$ cat config.mk
export PLATFORM = sky130hd
export DESIGN_NAME = ordered_list_table_top
export DESIGN_NICKNAME = d
export VERILOG_FILES = /design/src/hdl/olt_pkg.sv /design/src/hdl/olt_ctrl.sv /design/src/hdl/olt_dp.sv /design/src/hdl/ordered_list_table_top.sv
export SDC_FILE = /design/constraint.sdc
export NUM_CORES = 2
export LEC_CHECK = 0
export ABC_AREA = 1
export BUFFER_PORTS_ARGS = -buffer_cell sky130_fd_sc_hd__clkbuf_2
export CAP_MARGIN = 20
export CORE_AREA = 2 2 376 378
export CTS_CLUSTER_SIZE = 16
export DETAILED_ROUTE_END_ITERATION = 12
export DIE_AREA = 0 0 378 380
export HOLD_SLACK_MARGIN = 0.15
export PLACE_DENSITY_LB_ADDON = 0.3
export SYNTH_ARGS = -nofsm -noshare
export SYNTH_HDL_FRONTEND = slang
export SYNTH_HIERARCHICAL = 1
export SYNTH_SLANG_ARGS = --single-unit
$ cat constraint.sdc
create_clock -name clk -period 20.2 [get_ports clk]
set_input_delay 3.03 -clock clk [delete_from_list [all_inputs] [get_ports clk]]
set_output_delay 3.03 -clock clk [all_outputs]
set_load 0.01 [all_outputs]
$ cat src/hdl/olt_pkg.sv
// shared types and constants for the ordered list table
`default_nettype none
package olt_pkg;

  localparam int DEPTH  = 16;
  localparam int CNT_W  = $clog2(DEPTH + 1);
  localparam int ADDR_W = $clog2(DEPTH);
  localparam int CMD_W  = 3;
  localparam int POS_W  = 4;
  localparam int KEY_W  = 64;
  localparam int AGE_W  = 16;
  localparam int STAT_W = 2;
  localparam int IDX_W  = 4;
  localparam int LEN_W  = 5;

  // command codes
  localparam logic [CMD_W-1:0] CMD_APPEND = 3'd0;
  localparam logic [CMD_W-1:0] CMD_INSERT = 3'd1;
  localparam logic [CMD_W-1:0] CMD_DELETE = 3'd2;
  localparam logic [CMD_W-1:0] CMD_READ   = 3'd3;
  localparam logic [CMD_W-1:0] CMD_FIND   = 3'd4;

  // result status codes
  localparam logic [STAT_W-1:0] ST_OK       = 2'd0;
  localparam logic [STAT_W-1:0] ST_FULL     = 2'd1;
  localparam logic [STAT_W-1:0] ST_BADPOS   = 2'd2;
  localparam logic [STAT_W-1:0] ST_NOTFOUND = 2'd3;

  // datapath operations issued by the controller
  typedef enum logic [4:0] {
    OP_NONE,
    OP_LOAD,
    OP_APPEND,
    OP_ERR_FULL,
    OP_ERR_POS,
    OP_ERR_NF,
    OP_OK_ZERO,
    OP_INS_INIT,
    OP_SH_UP_RD,
    OP_SH_UP_WR,
    OP_INS_PUT,
    OP_RD_POS,
    OP_CAP,
    OP_SH_DN_RD,
    OP_SH_DN_WR,
    OP_DEL_DONE,
    OP_SCAN_INIT,
    OP_SCAN_RD,
    OP_SCAN_HIT,
    OP_SCAN_NEXT
  } dp_op_t;

  // controller to datapath
  typedef struct packed {
    dp_op_t op;
    logic   out_load;
    logic   idle;
  } olt_ctl_t;

  // datapath to controller
  typedef struct packed {
    logic [CMD_W-1:0] cmd;
    logic             full;
    logic             pos_gt_cnt;
    logic             pos_ge_cnt;
    logic             ptr_gt_pos;
    logic             ptr_p1_lt_cnt;
    logic             ptr_lt_cnt;
    logic             key_hit;
    logic             out_busy;
  } olt_stat_t;

endpackage
`default_nettype wire

$ cat src/hdl/olt_ctrl.sv
// command sequencer for the ordered list table
`default_nettype none
module olt_ctrl
  import olt_pkg::*;
(
  input  wire logic      clk,
  input  wire logic      rst_n,
  input  wire logic      in_valid,
  input  wire olt_stat_t stat,
  output olt_ctl_t       ctl
);

  typedef enum logic [9:0] {
    S_IDLE      = 10'b00_0000_0001,
    S_DECODE    = 10'b00_0000_0010,
    S_SH_UP_CHK = 10'b00_0000_0100,
    S_SH_UP_WR  = 10'b00_0000_1000,
    S_CAPTURE   = 10'b00_0001_0000,
    S_SH_DN_CHK = 10'b00_0010_0000,
    S_SH_DN_WR  = 10'b00_0100_0000,
    S_SCAN_CHK  = 10'b00_1000_0000,
    S_SCAN_CMP  = 10'b01_0000_0000,
    S_FINISH    = 10'b10_0000_0000
  } state_t;

  state_t state_r, state_nxt;

  // state register
  always_ff @(posedge clk) begin
    if (!rst_n) begin
      state_r <= S_IDLE;
    end else begin
      state_r <= state_nxt;
    end
  end

  // next state and datapath operation
  always_comb begin
    state_nxt    = state_r;
    ctl.op       = OP_NONE;
    ctl.out_load = 1'b0;
    ctl.idle     = 1'b0;
    case (state_r)
      S_IDLE: begin
        ctl.idle = 1'b1;
        if (in_valid) begin
          ctl.op    = OP_LOAD;
          state_nxt = S_DECODE;
        end
      end
      S_DECODE: begin
        case (stat.cmd)
          CMD_APPEND: begin
            ctl.op    = stat.full ? OP_ERR_FULL : OP_APPEND;
            state_nxt = S_FINISH;
          end
          CMD_INSERT: begin
            if (stat.full) begin
              ctl.op    = OP_ERR_FULL;
              state_nxt = S_FINISH;
            end else if (stat.pos_gt_cnt) begin
              ctl.op    = OP_ERR_POS;
              state_nxt = S_FINISH;
            end else begin
              ctl.op    = OP_INS_INIT;
              state_nxt = S_SH_UP_CHK;
            end
          end
          CMD_DELETE, CMD_READ: begin
            if (stat.pos_ge_cnt) begin
              ctl.op    = OP_ERR_POS;
              state_nxt = S_FINISH;
            end else begin
              ctl.op    = OP_RD_POS;
              state_nxt = S_CAPTURE;
            end
          end
          CMD_FIND: begin
            ctl.op    = OP_SCAN_INIT;
            state_nxt = S_SCAN_CHK;
          end
          default: begin
            ctl.op    = OP_OK_ZERO;
            state_nxt = S_FINISH;
          end
        endcase
      end
      // shift entries up one slot, from the tail down to the insert point
      S_SH_UP_CHK: begin
        if (stat.ptr_gt_pos) begin
          ctl.op    = OP_SH_UP_RD;
          state_nxt = S_SH_UP_WR;
        end else begin
          ctl.op    = OP_INS_PUT;
          state_nxt = S_FINISH;
        end
      end
      S_SH_UP_WR: begin
        ctl.op    = OP_SH_UP_WR;
        state_nxt = S_SH_UP_CHK;
      end
      S_CAPTURE: begin
        ctl.op    = OP_CAP;
        state_nxt = (stat.cmd == CMD_DELETE) ? S_SH_DN_CHK : S_FINISH;
      end
      // shift entries down one slot over the removed one
      S_SH_DN_CHK: begin
        if (stat.ptr_p1_lt_cnt) begin
          ctl.op    = OP_SH_DN_RD;
          state_nxt = S_SH_DN_WR;
        end else begin
          ctl.op    = OP_DEL_DONE;
          state_nxt = S_FINISH;
        end
      end
      S_SH_DN_WR: begin
        ctl.op    = OP_SH_DN_WR;
        state_nxt = S_SH_DN_CHK;
      end
      // linear key search
      S_SCAN_CHK: begin
        if (stat.ptr_lt_cnt) begin
          ctl.op    = OP_SCAN_RD;
          state_nxt = S_SCAN_CMP;
        end else begin
          ctl.op    = OP_ERR_NF;
          state_nxt = S_FINISH;
        end
      end
      S_SCAN_CMP: begin
        if (stat.key_hit) begin
          ctl.op    = OP_SCAN_HIT;
          state_nxt = S_FINISH;
        end else begin
          ctl.op    = OP_SCAN_NEXT;
          state_nxt = S_SCAN_CHK;
        end
      end
      S_FINISH: begin
        if (!stat.out_busy) begin
          ctl.out_load = 1'b1;
          state_nxt    = S_IDLE;
        end
      end
      default: begin
        state_nxt = S_IDLE;
      end
    endcase
  end

endmodule
`default_nettype wire

$ cat src/hdl/olt_dp.sv
// entry storage, pointers and result registers for the ordered list table
`default_nettype none
module olt_dp
  import olt_pkg::*;
(
  input  wire logic              clk,
  input  wire logic              rst_n,
  input  wire olt_ctl_t          ctl,
  output olt_stat_t              stat,
  input  wire logic [CMD_W-1:0]  in_command,
  input  wire logic [POS_W-1:0]  in_position,
  input  wire logic [KEY_W-1:0]  in_name_key,
  input  wire logic [AGE_W-1:0]  in_age_value,
  output logic                   out_valid,
  input  wire logic              out_stall,
  output logic [STAT_W-1:0]      out_status,
  output logic [IDX_W-1:0]       out_result_index,
  output logic [KEY_W-1:0]       out_key,
  output logic [AGE_W-1:0]       out_age,
  output logic [LEN_W-1:0]       out_list_length
);

  localparam int ENT_W = KEY_W + AGE_W;

  // entry memory: one write port, one registered read port
  logic [ENT_W-1:0] mem [DEPTH];
  logic [ENT_W-1:0] rd_data_r;
  logic             wr_en;
  logic [ADDR_W-1:0] wr_addr;
  logic [ADDR_W-1:0] rd_addr;
  logic [ENT_W-1:0] wr_data;

  // captured command
  logic [CMD_W-1:0] cmd_r;
  logic [POS_W-1:0] pos_r;
  logic [KEY_W-1:0] key_r;
  logic [AGE_W-1:0] age_r;

  // list length and walk pointer
  logic [CNT_W-1:0] cnt_r, cnt_nxt;
  logic [CNT_W-1:0] ptr_r, ptr_nxt;
  logic [CNT_W-1:0] ptr_inc;
  logic [CNT_W-1:0] ptr_dec;
  logic [CNT_W-1:0] pos_ext;

  // result being built, then output register
  logic [STAT_W-1:0] res_status_r;
  logic [IDX_W-1:0]  res_index_r;
  logic [KEY_W-1:0]  res_key_r;
  logic [AGE_W-1:0]  res_age_r;
  logic              out_valid_r;
  logic [STAT_W-1:0] out_status_r;
  logic [IDX_W-1:0]  out_index_r;
  logic [KEY_W-1:0]  out_key_r;
  logic [AGE_W-1:0]  out_age_r;
  logic [LEN_W-1:0]  out_len_r;

  assign ptr_inc = ptr_r + CNT_W'(1);
  assign ptr_dec = ptr_r - CNT_W'(1);
  assign pos_ext = CNT_W'(pos_r);

  // status to the controller
  assign stat.cmd           = cmd_r;
  assign stat.full          = (cnt_r >= CNT_W'(DEPTH));
  assign stat.pos_gt_cnt    = (pos_ext > cnt_r);
  assign stat.pos_ge_cnt    = (pos_ext >= cnt_r);
  assign stat.ptr_gt_pos    = (ptr_r > pos_ext);
  assign stat.ptr_p1_lt_cnt = (ptr_inc < cnt_r);
  assign stat.ptr_lt_cnt    = (ptr_r < cnt_r);
  assign stat.key_hit       = (rd_data_r[ENT_W-1:AGE_W] == key_r);
  assign stat.out_busy      = out_valid_r & out_stall;

  // memory port selection and pointer / length updates
  always_comb begin
    wr_en   = 1'b0;
    wr_addr = ptr_r[ADDR_W-1:0];
    wr_data = rd_data_r;
    rd_addr = ptr_r[ADDR_W-1:0];
    cnt_nxt = cnt_r;
    ptr_nxt = ptr_r;
    case (ctl.op)
      OP_APPEND: begin
        wr_en   = 1'b1;
        wr_addr = cnt_r[ADDR_W-1:0];
        wr_data = {key_r, age_r};
        cnt_nxt = cnt_r + CNT_W'(1);
      end
      OP_INS_INIT: begin
        ptr_nxt = cnt_r;
      end
      OP_SH_UP_RD: begin
        rd_addr = ptr_dec[ADDR_W-1:0];
      end
      OP_SH_UP_WR: begin
        wr_en   = 1'b1;
        ptr_nxt = ptr_dec;
      end
      OP_INS_PUT: begin
        wr_en   = 1'b1;
        wr_addr = pos_ext[ADDR_W-1:0];
        wr_data = {key_r, age_r};
        cnt_nxt = cnt_r + CNT_W'(1);
      end
      OP_RD_POS: begin
        rd_addr = pos_ext[ADDR_W-1:0];
        ptr_nxt = pos_ext;
      end
      OP_SH_DN_RD: begin
        rd_addr = ptr_inc[ADDR_W-1:0];
      end
      OP_SH_DN_WR: begin
        wr_en   = 1'b1;
        ptr_nxt = ptr_inc;
      end
      OP_DEL_DONE: begin
        cnt_nxt = cnt_r - CNT_W'(1);
      end
      OP_SCAN_INIT: begin
        ptr_nxt = '0;
      end
      OP_SCAN_NEXT: begin
        ptr_nxt = ptr_inc;
      end
      default: begin
      end
    endcase
  end

  // entry memory
  always_ff @(posedge clk) begin
    if (wr_en) begin
      mem[wr_addr] <= wr_data;
    end
    rd_data_r <= mem[rd_addr];
  end

  // length and pointer
  always_ff @(posedge clk) begin
    if (!rst_n) begin
      cnt_r <= '0;
    end else begin
      cnt_r <= cnt_nxt;
    end
    ptr_r <= ptr_nxt;
  end

  // command capture on input transfer
  always_ff @(posedge clk) begin
    if (ctl.op == OP_LOAD) begin
      cmd_r <= in_command;
      pos_r <= in_position;
      key_r <= in_name_key;
      age_r <= in_age_value;
    end
  end

  // result assembly
  always_ff @(posedge clk) begin
    case (ctl.op)
      OP_APPEND: begin
        res_status_r <= ST_OK;
        res_index_r  <= IDX_W'(cnt_r);
        res_key_r    <= key_r;
        res_age_r    <= age_r;
      end
      OP_INS_PUT: begin
        res_status_r <= ST_OK;
        res_index_r  <= pos_r;
        res_key_r    <= key_r;
        res_age_r    <= age_r;
      end
      OP_CAP: begin
        res_status_r <= ST_OK;
        res_index_r  <= pos_r;
        res_key_r    <= rd_data_r[ENT_W-1:AGE_W];
        res_age_r    <= rd_data_r[AGE_W-1:0];
      end
      OP_SCAN_HIT: begin
        res_status_r <= ST_OK;
        res_index_r  <= IDX_W'(ptr_r);
        res_key_r    <= rd_data_r[ENT_W-1:AGE_W];
        res_age_r    <= rd_data_r[AGE_W-1:0];
      end
      OP_ERR_FULL, OP_ERR_POS, OP_ERR_NF, OP_OK_ZERO: begin
        res_status_r <= (ctl.op == OP_ERR_FULL) ? ST_FULL :
                        (ctl.op == OP_ERR_POS)  ? ST_BADPOS :
                        (ctl.op == OP_ERR_NF)   ? ST_NOTFOUND : ST_OK;
        res_index_r  <= '0;
        res_key_r    <= '0;
        res_age_r    <= '0;
      end
      default: begin
      end
    endcase
  end

  // output register
  always_ff @(posedge clk) begin
    if (!rst_n) begin
      out_valid_r <= 1'b0;
    end else if (ctl.out_load) begin
      out_valid_r <= 1'b1;
    end else if (!out_stall) begin
      out_valid_r <= 1'b0;
    end
    if (ctl.out_load) begin
      out_status_r <= res_status_r;
      out_index_r  <= res_index_r;
      out_key_r    <= res_key_r;
      out_age_r    <= res_age_r;
      out_len_r    <= LEN_W'(cnt_r);
    end
  end

  assign out_valid        = out_valid_r;
  assign out_status       = out_status_r;
  assign out_result_index = out_index_r;
  assign out_key          = out_key_r;
  assign out_age          = out_age_r;
  assign out_list_length  = out_len_r;

endmodule
`default_nettype wire

$ cat src/hdl/ordered_list_table_top.sv
// top level of the ordered list table
// Ordered list of up to DEPTH (16) key/age entries held in a memory with one
// write port and one registered read port. One command is taken at a time:
// in_stall is low only while the sequencer is idle, and the result sits in an
// output register so a new command can be taken while it waits. Insert and
// delete move entries one at a time through the memory, and find reads them
// one at a time from index 0 until the first hit; a finished result waits
// while the previous result is held by out_stall.
// Entries are undefined after reset; only the length register, the output
// valid flag and the sequencer state are cleared.
`default_nettype none
module ordered_list_table_top
  import olt_pkg::*;
(
  input  wire logic              clk,
  input  wire logic              rst_n,
  input  wire logic              in_valid,
  output logic                   in_stall,
  input  wire logic [CMD_W-1:0]  in_command,
  input  wire logic [POS_W-1:0]  in_position,
  input  wire logic [KEY_W-1:0]  in_name_key,
  input  wire logic [AGE_W-1:0]  in_age_value,
  output logic                   out_valid,
  input  wire logic              out_stall,
  output logic [STAT_W-1:0]      out_status,
  output logic [IDX_W-1:0]       out_result_index,
  output logic [KEY_W-1:0]       out_key,
  output logic [AGE_W-1:0]       out_age,
  output logic [LEN_W-1:0]       out_list_length
);

  olt_ctl_t  ctl;
  olt_stat_t stat;

  // input transfer only while the sequencer is idle
  assign in_stall = ~ctl.idle;

  olt_ctrl u_ctrl (
    .clk      (clk),
    .rst_n    (rst_n),
    .in_valid (in_valid),
    .stat     (stat),
    .ctl      (ctl)
  );

  olt_dp u_dp (
    .clk              (clk),
    .rst_n            (rst_n),
    .ctl              (ctl),
    .stat             (stat),
    .in_command       (in_command),
    .in_position      (in_position),
    .in_name_key      (in_name_key),
    .in_age_value     (in_age_value),
    .out_valid        (out_valid),
    .out_stall        (out_stall),
    .out_status       (out_status),
    .out_result_index (out_result_index),
    .out_key          (out_key),
    .out_age          (out_age),
    .out_list_length  (out_list_length)
  );

endmodule
`default_nettype wire

# ---- Word level (Yosys, flattened, before mapping)
# Memories as Yosys holds them, arrays and structs flattened. A register that Yosys moved wholly into a read port is not among the register bits.
# Cells that the tools add are included.
dict set report classes {
  reduce_logical 15
  n_mul 0
  eq_ne 36
  shifts 0
  div_mod_pow 0
  addsub 4
  order_cmp 6
  n_bitwise 2
  n_mux 43
}
# cell n
set ops {}
lappend ops {{$pmux W64 S3} 1}
lappend ops {{$mux W10} 10}
lappend ops {{$pmux W10 S10} 1}
lappend ops {{$mux W80} 1}
lappend ops {{$eq A64 B64 Y1} 1}
lappend ops {{$pmux W16 S3} 1}
lappend ops {{$pmux W5 S9} 1}
lappend ops {{$eq A5 B4 Y1 const B} 8}
lappend ops {{$pmux W10 S3} 1}
lappend ops {{$pmux W5 S5} 1}
lappend ops {{$eq A5 B3 Y1 const B} 4}
lappend ops {{$pmux W5 S4} 1}
lappend ops {{$pmux W4 S4} 1}
lappend ops {{$eq A5 B5 Y1 const B} 3}
lappend ops {{$mux W2} 6}
lappend ops {{$pmux W4 S3} 1}
lappend ops {{$reduce_or A4 Y1} 3}
lappend ops {{$mux W1} 11}
lappend ops {{$add A5 B1 Y5 const B} 2}
lappend ops {{$eq A10 B1 Y1 const B} 1}
lappend ops {{$eq A10 B10 Y1 const B} 1}
lappend ops {{$eq A10 B2 Y1 const B} 1}
lappend ops {{$eq A10 B3 Y1 const B} 1}
lappend ops {{$eq A10 B4 Y1 const B} 1}
lappend ops {{other kinds (32)} 43}
dict set report totals {
  ramBits 1280
  register_bits 285
  romBits 0
  wordCells 124
  latchBits 0
  out_inout_bits 93
  input_bits 91
  memories 1
}
# memory depth word_bits read_ports rd_clocked_by_memory_dff write_ports line_no
set memory_table {}
lappend memory_table {u_dp.mem 16 80 1 1 1 olt_dp.sv:26} ;# logic [ENT_W-1:0] mem [DEPTH];

# ---- Logic depth before layout (Yosys ltp)
dict set report depth {
  depth_word 10
  ltp_mapped 26
}

# ---- Hierarchy
# The synthesis kept the hierarchy.
# module n_inst area_each_um2 seq_area_each_um2 cells_per_inst
set by_module_without_submodules {}
lappend by_module_without_submodules {olt_dp 1 68456.9 48236.3 6056}
lappend by_module_without_submodules {olt_ctrl 1 888.4 200.2 144}
lappend by_module_without_submodules {ordered_list_table_top 1 3.8 0.0 1}

# ---- Least setup slack after synthesis
# OpenSTA, ideal clock, no wires.
dict set report synth_timing {
  path_kind {in2reg}
  start {input port in_valid}
  end {memory u_dp/mem[1][0] (netlist name), enable pin}
  path_buffers 1
  t_required_ps 19681
  slack_ps 11866
  cell_stages 12
  t_arrival_ps 7815
  cell_sequence {inv_1 > nor2_1 > inv_1 > nand4_1 > inv_1 > nand2_1 > nor2_1 > nand2_1 > buf_2 > a22oi_1 > nand2_1 > nor2_1}
}
# item line_no
set synth_rtl {}
lappend synth_rtl {{from (decl)} ordered_list_table_top.sv:17} ;# input wire logic in_valid,
lappend synth_rtl {{to (decl)} olt_dp.sv:26}

==> run summary <==
Crit path kind - reg2reg
Mapped Area - 69350 um^2
Leak - 30.91 nW
Setup total negative slack - 0 ps
WP data arrival - 8700 ps
Hold Crit Depth - 0
Critical path required time - 20890 ps
Period utilisation layout - 0.3962
Worst Hold Class - reg2reg
CP max stage delay - 990 ps
Hpwl dp - 94240 um
Final setup fails - 0
GRT overflow - 0
Area of the core - 139200 um^2
Post-CTS setup buffers - 0
Startpoint Class - flip-flop
Hold path endpoint - u_dp/out_key[28]
Top Ports - 184
Final core occ - 0.5586
Slew Limit Fails - 0
RSZ-0062 raised after global routing - false
Slew @ Worst Pin - 1281 ps
Gr usage total - 0.2582
Antenna Nets Post-Route - 0
Endpoint class of the critical path - flip-flop
Worst path top cell family by delay - buffers and inverters
Hold Buf Count CTS - 0
Max cap viols - 0
Antenna violations before repair - 4
Yosys cell types - 46
H-tree levels - 4
Worst r2r src - u_dp/key_r[56]
CP Buf/Inv Count - 6
DP Area - 72250 um^2
Hold path start - u_dp/res_key_r[28]
Vias post-DR - 47250
Die width - 378 um
Routed WL - 188300 um
Max Root-Sink Buffers - 3
Routed len/inst - 22.53 um
Flop2flop setup slack - 12200 ps
Slowest CP cell - nor4_1
Relative slew margins - 0.1460
Final Hold Fails - 0
Clk slew on worst S/H paths - 60 ps
Via-to-Cell Ratio - 5.652
Clk sinks - 1645
Area grow syn2layout - 12.12%
Most frequent cells in the layout - 1553 x nand2_1, 1549 x edfxtp_1, 1308 x nand3_1
First-pass GRT wire length - 278800 um
Maximum vdd ir drop - 0.00007303 V
Row count - 137
Crit-path max FO - 212
Vias in the first global route - 44270
Root Buffer - clkbuf_16
Primary FF master, synth - edfxtp_1
Post-synthesis register bit count - 1645
Fmax - 124.9 MHz
Die ar. - 143600 um^2
Commonest non-fill, non-tap cell in the layout - nand2_1
Die span in y - 380 um
Layout cells sized above 1 - 0.09894
DRT iter0 DRCs - 6386
GP Congestion - 0.8499
Drt pass-1 iters - 8
Dpl cells - 8037
Number of CTS-inserted buffers - 167
DRC Markers - 0
Status - finished clean
CTS tree - yes
Critical path's most frequent cell - nand3_1
Non-filler cells, final - 8359
Worst path cell trace - inv_1 -> nand2_1 -> nand4_1 -> nor4_1 -> nand4_1 -> nor2_1 -> nor2_1 -> inv_2 -> nand4_1 -> nand2_1 -> nor2_4 -> nand3_1 -> nand2_1 -> nor2_4 -> buf_12 -> buf_4 -> buf_4 -> buf_4 -> nand3_1 -> nand3_1 -> nand3_1 -> nand3_1 -> nand2_1
Synth Net Count - 6314
Post_cts resized - 0
Nets - 6446
Clk_lat worst skew - 810 ps
Skew final - 55.79 ps
Syn avg cell area - 11.18 um^2
Fin crit period - 8004 ps
Fin area - 77760 um^2
FF-to-FF End - u_dp/rd_data_r[7]
Pwr dens - 90.25 nW/um^2
Largest net degree at the start of global routing - 227
Synthesized instance count - 6201
Post-synth EDFFs - 1549
Register area share after synthesis - 0.6984
PortBufs - 183
Starting Density - 0.4982
Synth warn - 6
Reg2reg path depth - 23
Async S/R FF share, synth - 0
## synthesized netlist by cell type, types with 4 or more instances
master | number | share of area
nand2_1 | 1556 | 0.084
edfxtp_1 | 1549 | 0.67
nand3_1 | 1309 | 0.094
inv_1 | 713 | 0.039
buf_2 | 282 | 0.020
nand3b_1 | 160 | 0.017
o21ai_0 | 99 | 0.0071
dfxtp_1 | 96 | 0.028
o22ai_1 | 82 | 0.0074
clkbuf_1 | 79 | 0.0043
nor2_1 | 66 | 0.0036
xnor2_1 | 44 | 0.0056
nand4_1 | 26 | 0.0023
a21oi_1 | 21 | 0.0015
ha_1 | 21 | 0.0038
nor2_2 | 8 | 0.00072
nor2_4 | 7 | 0.0011
a22oi_1 | 6 | 0.00065
nand2_2 | 6 | 0.00054
nor3_1 | 6 | 0.00043
o2111ai_1 | 6 | 0.00076
inv_2 | 5 | 0.00027
nor4_1 | 5 | 0.00045
a31oi_1 | 4 | 0.00036
buf_1 | 4 | 0.00022
nand3_2 | 4 | 0.00058
o211ai_1 | 4 | 0.00043
o21ai_1 | 4 | 0.00029
xor2_1 | 4 | 0.00051
## area by class of cell
class                   count  area [um^2]
fillers                 11580        61430
flip-flops and latches   1645        48440
multi-input cells        3469        16680
clock buffers             224         4569
inverters                 718         2703
well taps                1876         2347
repair buffers            332         2106
clock inverters            91        900.9
diodes                      4        10.01
## stage by stage
step                setup slack [ps]  total power (W)  hold WS (ps)
floorplan                      11870         0.003924         400.3
global placement               11780         0.004008         402.5
detailed placement             11670         0.004011         404.5
CTS                            12510         0.007057         388.5
global route                   11890         0.007202         417.2
finish                         12200         0.007018         385.7
## where the power goes
group / switching (W) / leakage (nW) / internal (W)
logic: 0.000127 / 13.4 / 0.0000465
registers: 0.0000267 / 14.8 / 0.00374
clock network: 0.00131 / 2.69 / 0.00177
total: 0.00146 / 30.9 / 0.00556
## flip-flops by register name, summed over array words and instances, names as in the netlist, 4 cells and up
signal,count
u_dp/out_key,64
u_dp/cnt_r,5
u_dp/res_age_r,16
u_dp/age_r,16
u_dp/pos_r,4
u_dp/key_r,64
u_dp/res_index_r,4
u_dp/out_result_index,4
u_dp/rd_data_r,80
u_dp/out_list_length,5
u_dp/out_age,16
u_dp/mem,1280
u_ctrl/state_r,10
u_dp/ptr_r,5
u_dp/res_key_r,64
## worst reg2reg max path, stage by stage, from the launching register on
cell and delay (ps):
edfxtp_1 460, inv_1 160, nand2_1 100, nand4_1 250
nor4_1 1000, nand4_1 240, nor2_1 260, nor2_1 90
inv_2 60, nand4_1 270, nand2_1 240, nor2_4 70
nand3_1 100, nand2_1 110, nor2_4 190, buf_12 730
buf_4 930, buf_4 850, buf_4 1010, nand3_1 320
nand3_1 180, nand3_1 100, nand3_1 130, nand2_1 60
## cell families (layout without fill, tap and decap cells)
family,after synthesis,after routing,share of synthesized area
buffers and inverters,1087,1365,0.06419
AOI/OAI and AO/OA,235,235,0.01970
other,0,4,0
and+or+nand+nor,3164,3164,0.2075
xor gates and xnor gates,48,48,0.006062
adders and majority gates,22,22,0.004077
DFF,1645,1645,0.6984
## worst max-delay path by stage
stage,slack [ps],end,cells after the start,startpoint
2_1_floorplan,11870,u_dp/mem[1][0],12,in_valid
3_3_place_gp,11780,u_dp/rd_data_r[6],18,in_valid
3_5_place_dp,11670,u_dp/rd_data_r[7],19,in_valid
4_1_cts,12510,u_dp/rd_data_r[7],19,in_valid
5_1_grt,11890,u_dp/rd_data_r[45],22,u_dp/key_r[56]
6_report,12200,u_dp/rd_data_r[7],23,u_dp/key_r[56]
## layer usage
| layer | wire (um) | vias up | global-route usage |
|---|---|---|---|
| li1 | - | 21510 | - |
| met1 | 75360 | 22790 | 0.3646 |
| met2 | 87330 | 2585 | 0.4035 |
| met3 | 19670 | 358 | 0.04723 |
| met4 | 5938 | 4 | 0.08868 |
| met5 | 23 | - | 0 |
No activity file was read; power rests on OpenSTA's default activity.
